==> src/design/pw2c_mul.sv <==
// ----------------------------------------------------------------------------
// pw2c_mul
// Three-stage unsigned multiplier built from four half-width partial products.
// ----------------------------------------------------------------------------
module pw2c_mul #(
  parameter int AW = 40,
  parameter int BW = 40
) (
  input  logic             clk,
  input  logic [2:0]       en,
  input  logic [AW-1:0]    a,
  input  logic [BW-1:0]    b,
  output logic [AW+BW-1:0] p
);
  localparam int AL = (AW + 1) / 2;
  localparam int AH = AW - AL;
  localparam int BL = (BW + 1) / 2;
  localparam int BH = BW - BL;
  localparam int PW = AW + BW;

  logic [AL+BL-1:0] pp00;
  logic [AL+BH-1:0] pp01;
  logic [AH+BL-1:0] pp10;
  logic [AH+BH-1:0] pp11;
  logic [PW-1:0]    sum_lo;
  logic [PW-1:0]    sum_hi;

  // Partial products.
  always_ff @(posedge clk) begin
    if (en[0]) begin
      pp00 <= a[AL-1:0] * b[BL-1:0];
      pp01 <= a[AL-1:0] * b[BW-1:BL];
      pp10 <= a[AW-1:AL] * b[BL-1:0];
      pp11 <= a[AW-1:AL] * b[BW-1:BL];
    end
  end

  // Pairwise sums, then the final sum.
  always_ff @(posedge clk) begin
    if (en[1]) begin
      sum_lo <= PW'(pp00) + (PW'(pp01) << BL);
      sum_hi <= (PW'(pp10) << AL) + (PW'(pp11) << (AL + BL));
    end
    if (en[2]) begin
      p <= sum_lo + sum_hi;
    end
  end
endmodule

==> config.mk <==
export PLATFORM = sky130hd
export DESIGN_NAME = pw2c_mul
export DESIGN_NICKNAME = d
export VERILOG_FILES = /design/src/design/pw2c_mul.sv
export SDC_FILE = /design/constraint.sdc
export NUM_CORES = 2
export LEC_CHECK = 0
export ABC_CLOCK_PERIOD_IN_PS = 21200
export BUFFER_PORTS_ARGS = -buffer_cell sky130_fd_sc_hd__buf_2
export CAP_MARGIN = 15
export CORE_AREA = 2 2 449 451
export CTS_CLUSTER_SIZE = 14
export DETAILED_ROUTE_END_ITERATION = 12
export DIE_AREA = 0 0 451 453
export MAX_ROUTING_LAYER = met4
export PLACE_DENSITY = 0.56
export REMOVE_ABC_BUFFERS = 1
export SYNTH_ARGS = -nofsm -noshare
export SYNTH_HDL_FRONTEND = slang
export SYNTH_SLANG_ARGS = --single-unit
export TNS_END_PERCENT = 10
==> constraint.sdc <==
create_clock -name clk -period 21.2 [get_ports clk]
set_clock_uncertainty 0.05 [all_clocks]
set_input_delay 4.24 -clock clk [delete_from_list [all_inputs] [get_ports clk]]
set_output_delay 4.24 -clock clk [all_outputs]
set_load 0.05 [all_outputs]
# Word level (Yosys, flattened, before mapping)
# Cells that the tools add are included.
# word_totals
latchBits,0
output_inout_bits,80
ram_bits,0
memories,0
in_bits,84
register_bits,400
romBits,0
# classes
n_reduce_logical,0
add_sub_neg,3
n_eq_ne,0
bitwise,0
n_mul,4
n_lt_le_gt_ge,0
shift,0
n_mux,0
div,0
# op_table
cell,n
multiplier 20 x 20 -> 40 bit,4
adder 60 x 80 -> 80 bit,1
adder 80 bit,1
adder 40 x 60 -> 61 bit,1

# Depth between registers and ports, before layout
# logic_depth
depth_word,1
mapped_depth,28
ltp_nobuf,26

# Least setup slack after synthesis
# No wires, ideal clock.
# synth_path
path_type,in2reg
startpoint,input a[9]
endpoint,register pp01[32] (data pin)
t_arrival_ns,10.329
setup_slack_ns,10.552
cell_stages,26
path_cell_list,clkbuf_1 -> and2_1 -> fa_1 -> fa_1 -> inv_1 -> fa_1 -> inv_1 -> fa_1 -> inv_1 -> fa_1 -> inv_1 -> fa_1 -> inv_1 -> fa_1 -> inv_1 -> ha_1 -> and3_1 -> a221oi_2 -> o221ai_1 -> a311o_1 -> o21a_1 -> o31ai_2 -> a31oi_1 -> a21oi_2 -> o31ai_1 -> xor2_1
# synth_between
elab_chain_cells,1
# synth_rtl
element,line,text
from (decl),11,"input logic [AW-1:0] a,"
multiplier 20 x 20 -> 40 bit,32,pp01 <= a[AL-1:0] * b[BW-1:BL];
to (signal assigned),32,
to (decl),22,logic [AL+BH-1:0] pp01;
# No other way between the ends.
# A chain may end at the register's enable or synchronous reset.

# Worst setup path after layout
# layout_path
startpoint,input b[31]
endpoint,register pp01[32] (data pin)
# layout_between
elab_chain_cells,1
# layout_rtl
element,line,text
from (decl),12,"input logic [BW-1:0] b,"
multiplier 20 x 20 -> 40 bit,32,
# No other way between the ends.

==> reports/metrics.cfg <==
[outcome]
status=finished clean

[sta]
setup_viol=0
tns_ps=0
slew_violations=0
finalHoldViolCount=0
period_share=0.529
finalCriticalPeriod_ps=11220
rsz0062_at_grt=no
fmax_mhz=89.2
worst_pin_slew_ps=1200
maxSlewHeadroom=0.203

[detailed_routing]
drtIter0Drc=2975
post_drt_via_cell_ratio=4.97
totalWireLength_um=192000
dr_total_vias=48600
ant_nets=0
drc_errors=0
dr.pass1.iters=5
wl_per_cell_um=19.6

[global_routing]
grt_pass1_wl_um=309000
grt_pass1_vias=53000
antenna_found_initial=17
track_usage=0.200
grt.overflow.total=0
grt_max_degree=81

[clocking]
ctsHoldBuffers=0
cts_num_sinks=361
post_cts_resize_count=0
cts_buffer_depth=3
post-cts-setup-buffers=0
root_buffer=clkbuf_16
htreeDepth=2
cts_made_buffers=44
clk_latency_ps=650
clkTransAtPathRegs_ps=70
cts_tree=built

[final_layout]
drive_above_1_share=0.0507
final_nets=9138
final_cell_mix=1480 x inv_1, 1283 x fa_1, 921 x and2_1
areaGrowthSynthToFinish_pct=7.03
multi_input_area_um2=51600
seq_area_um2=10800
nFillCells=19900
layout_commonest_cell=inv_1

[critical_path]
r2r_start=pp10[31]$_DFFE_PP_
end_kind=flop
startpoint=b[31]
reg2reg_to=sum_hi[71]$_DFFE_PP_
critPathCapture=pp01[32]$_DFFE_PP_
worstSetupStartpointType=primary input
critPathKind=primary input to flop
cp.arrival_ps=11510
reg2reg_slack_ps=17500
reg2reg_depth=11
critPathRequiredTime_ps=21500
cp_max_fo=40

[die]
io_pins=164
core_area_um2=199000
fp-row-count=164
die_x_um=451
start_util=0.348
dieHeight_um=453
dieArea_um2=204000

[place]
globalplace.congestion=0.932
io_buffer_count=163
place_hpwl_um=139000

[yosys]
synthDistinctLibCells=80
ys_seq_elements=361
synth_flop_cell=edfxtp_1
synth_edf_count=361
syn_avg_cell_area_um2=9.70
syn_area_um2=69400
yosys_warnings=0
syn_inst=7156
ys_seq_area_frac=0.156
synth-async-reset-ratio=0

[job]
cap_viol_max_count=0

[hold_path]
hold_class=flop to flop

-- kinds of logic (layout without fill, tap and decap cells) --
group                      after synthesis  count (layout)  synth area share
AOI/OAI and AO/OA                      656             656            0.0637
DFF                                    361             361             0.156
buffers and inverters                 1836            1806            0.0995
other                                    0               9                 0
xor gates and xnor gates               283             283            0.0357
and+or+nand+nor                       2056            2056             0.152
adders and majority gates             1964            1964             0.493
-- synthesized netlist by cell type (4+ instances only) --
cell	number	share of area
inv_1	1480	0.080
fa_1	1283	0.37
and2_1	921	0.083
nand2_1	814	0.044
ha_1	681	0.12
edfxtp_1	361	0.16
clkbuf_1	346	0.019
xnor2_1	210	0.027
a21oi_1	194	0.014
a21o_1	151	0.016
nor2_1	100	0.0054
o21ai_0	83	0.0060
xor2_1	73	0.0092
nand3_1	65	0.0047
nand4_1	38	0.0034
o21bai_1	37	0.0040
and3_1	32	0.0029
o21a_1	28	0.0030
a31oi_1	27	0.0024
nor3_1	18	0.0013
nor2b_1	17	0.0015
nand2b_1	15	0.0014
a211oi_1	14	0.0015
o21ai_1	12	0.00087
and4_1	11	0.0014
a31o_2	9	0.0011
buf_2	8	0.00058
o211ai_1	8	0.00087
o31ai_1	8	0.00087
a211o_1	6	0.00076
a221o_1	6	0.00087
a21boi_0	5	0.00054
a21oi_2	5	0.00063
or2_2	5	0.00045
o211a_1	4	0.00058
o311a_1	4	0.00058
or3_1	4	0.00036
-- critical path: stages --
cell,delay [ps]
buf_2,830
nand2_1,200
fa_1,580
inv_1,50
fa_1,500
inv_1,60
fa_1,540
inv_1,50
fa_1,520
fa_1,440
fa_1,490
inv_1,50
fa_1,470
inv_1,40
ha_1,390
nand3_1,130
or2_2,310
and4bb_2,350
o21a_1,170
o31ai_2,80
a31oi_1,370
a21oi_2,150
o31ai_1,270
xor2_1,130
-- how the worst min path moves through the flow --
stage | endpoint | slack [ps] | depth (start not counted) | from
final | sum_hi[36]$_DFFE_PP_ | 360 | 0 | pp10[16]$_DFFE_PP_
after global routing | sum_lo[2]$_DFFE_PP_ | 360 | 0 | pp00[2]$_DFFE_PP_
after CTS | sum_hi[36]$_DFFE_PP_ | 360 | 0 | pp10[16]$_DFFE_PP_
after detailed placement | sum_hi[36]$_DFFE_PP_ | 350 | 0 | pp10[16]$_DFFE_PP_
after global placement | p[19]$_DFFE_PP_ | 350 | 0 | sum_lo[19]$_DFFE_PP_
after floorplan | p[0]$_DFFE_PP_ | 350 | 0 | sum_lo[0]$_DFFE_PP_
-- metal layers --
layer,vias to the layer above,routed length (um),GRT usage
met2,1305,93100,0.333
li1,21800,-,-
met5,-,0,-
met3,261,9420,0.0196
met1,25300,84400,0.261
met4,0,5100,0.0505
-- metrics by stage --
stage          utilization  std cells  setup slack [ps]  hold slack, ps  cell area [um^2]
2_1_floorplan            -       6800             10730             350             68000
6_report             0.373       9791              9980             363             74300
4_1_cts              0.373       9782             10120             356             74200
5_1_grt              0.373       9790              9620             363             74300
3_5_place_dp         0.365       9700              9460             355             72800
3_3_place_gp         0.365       9700              9510             350             72800
-- sequential cells by signal (all words and copies together), names as in the netlist --
signal  cells
sum_hi     60
pp01       40
p          80
sum_lo     61
pp10       40
pp00       40
pp11       40
-- final cells by class --
cell class / instances / area share
Sequential cell: 361 / 0.146
Clock buffer: 49 / 0.0151
Clock inverter: 33 / 0.00433
Antenna cell: 9 / 0.000303
Multi-Input combinational cell: 4959 / 0.695
Timing Repair Buffer: 244 / 0.0194
Inverter: 1480 / 0.0748
Tap cell: 2656 / 0.0447
Power is left out: the tool's default activity adds up to more than one toggle a clock period on the data nets, which glitch-free logic cannot reach.
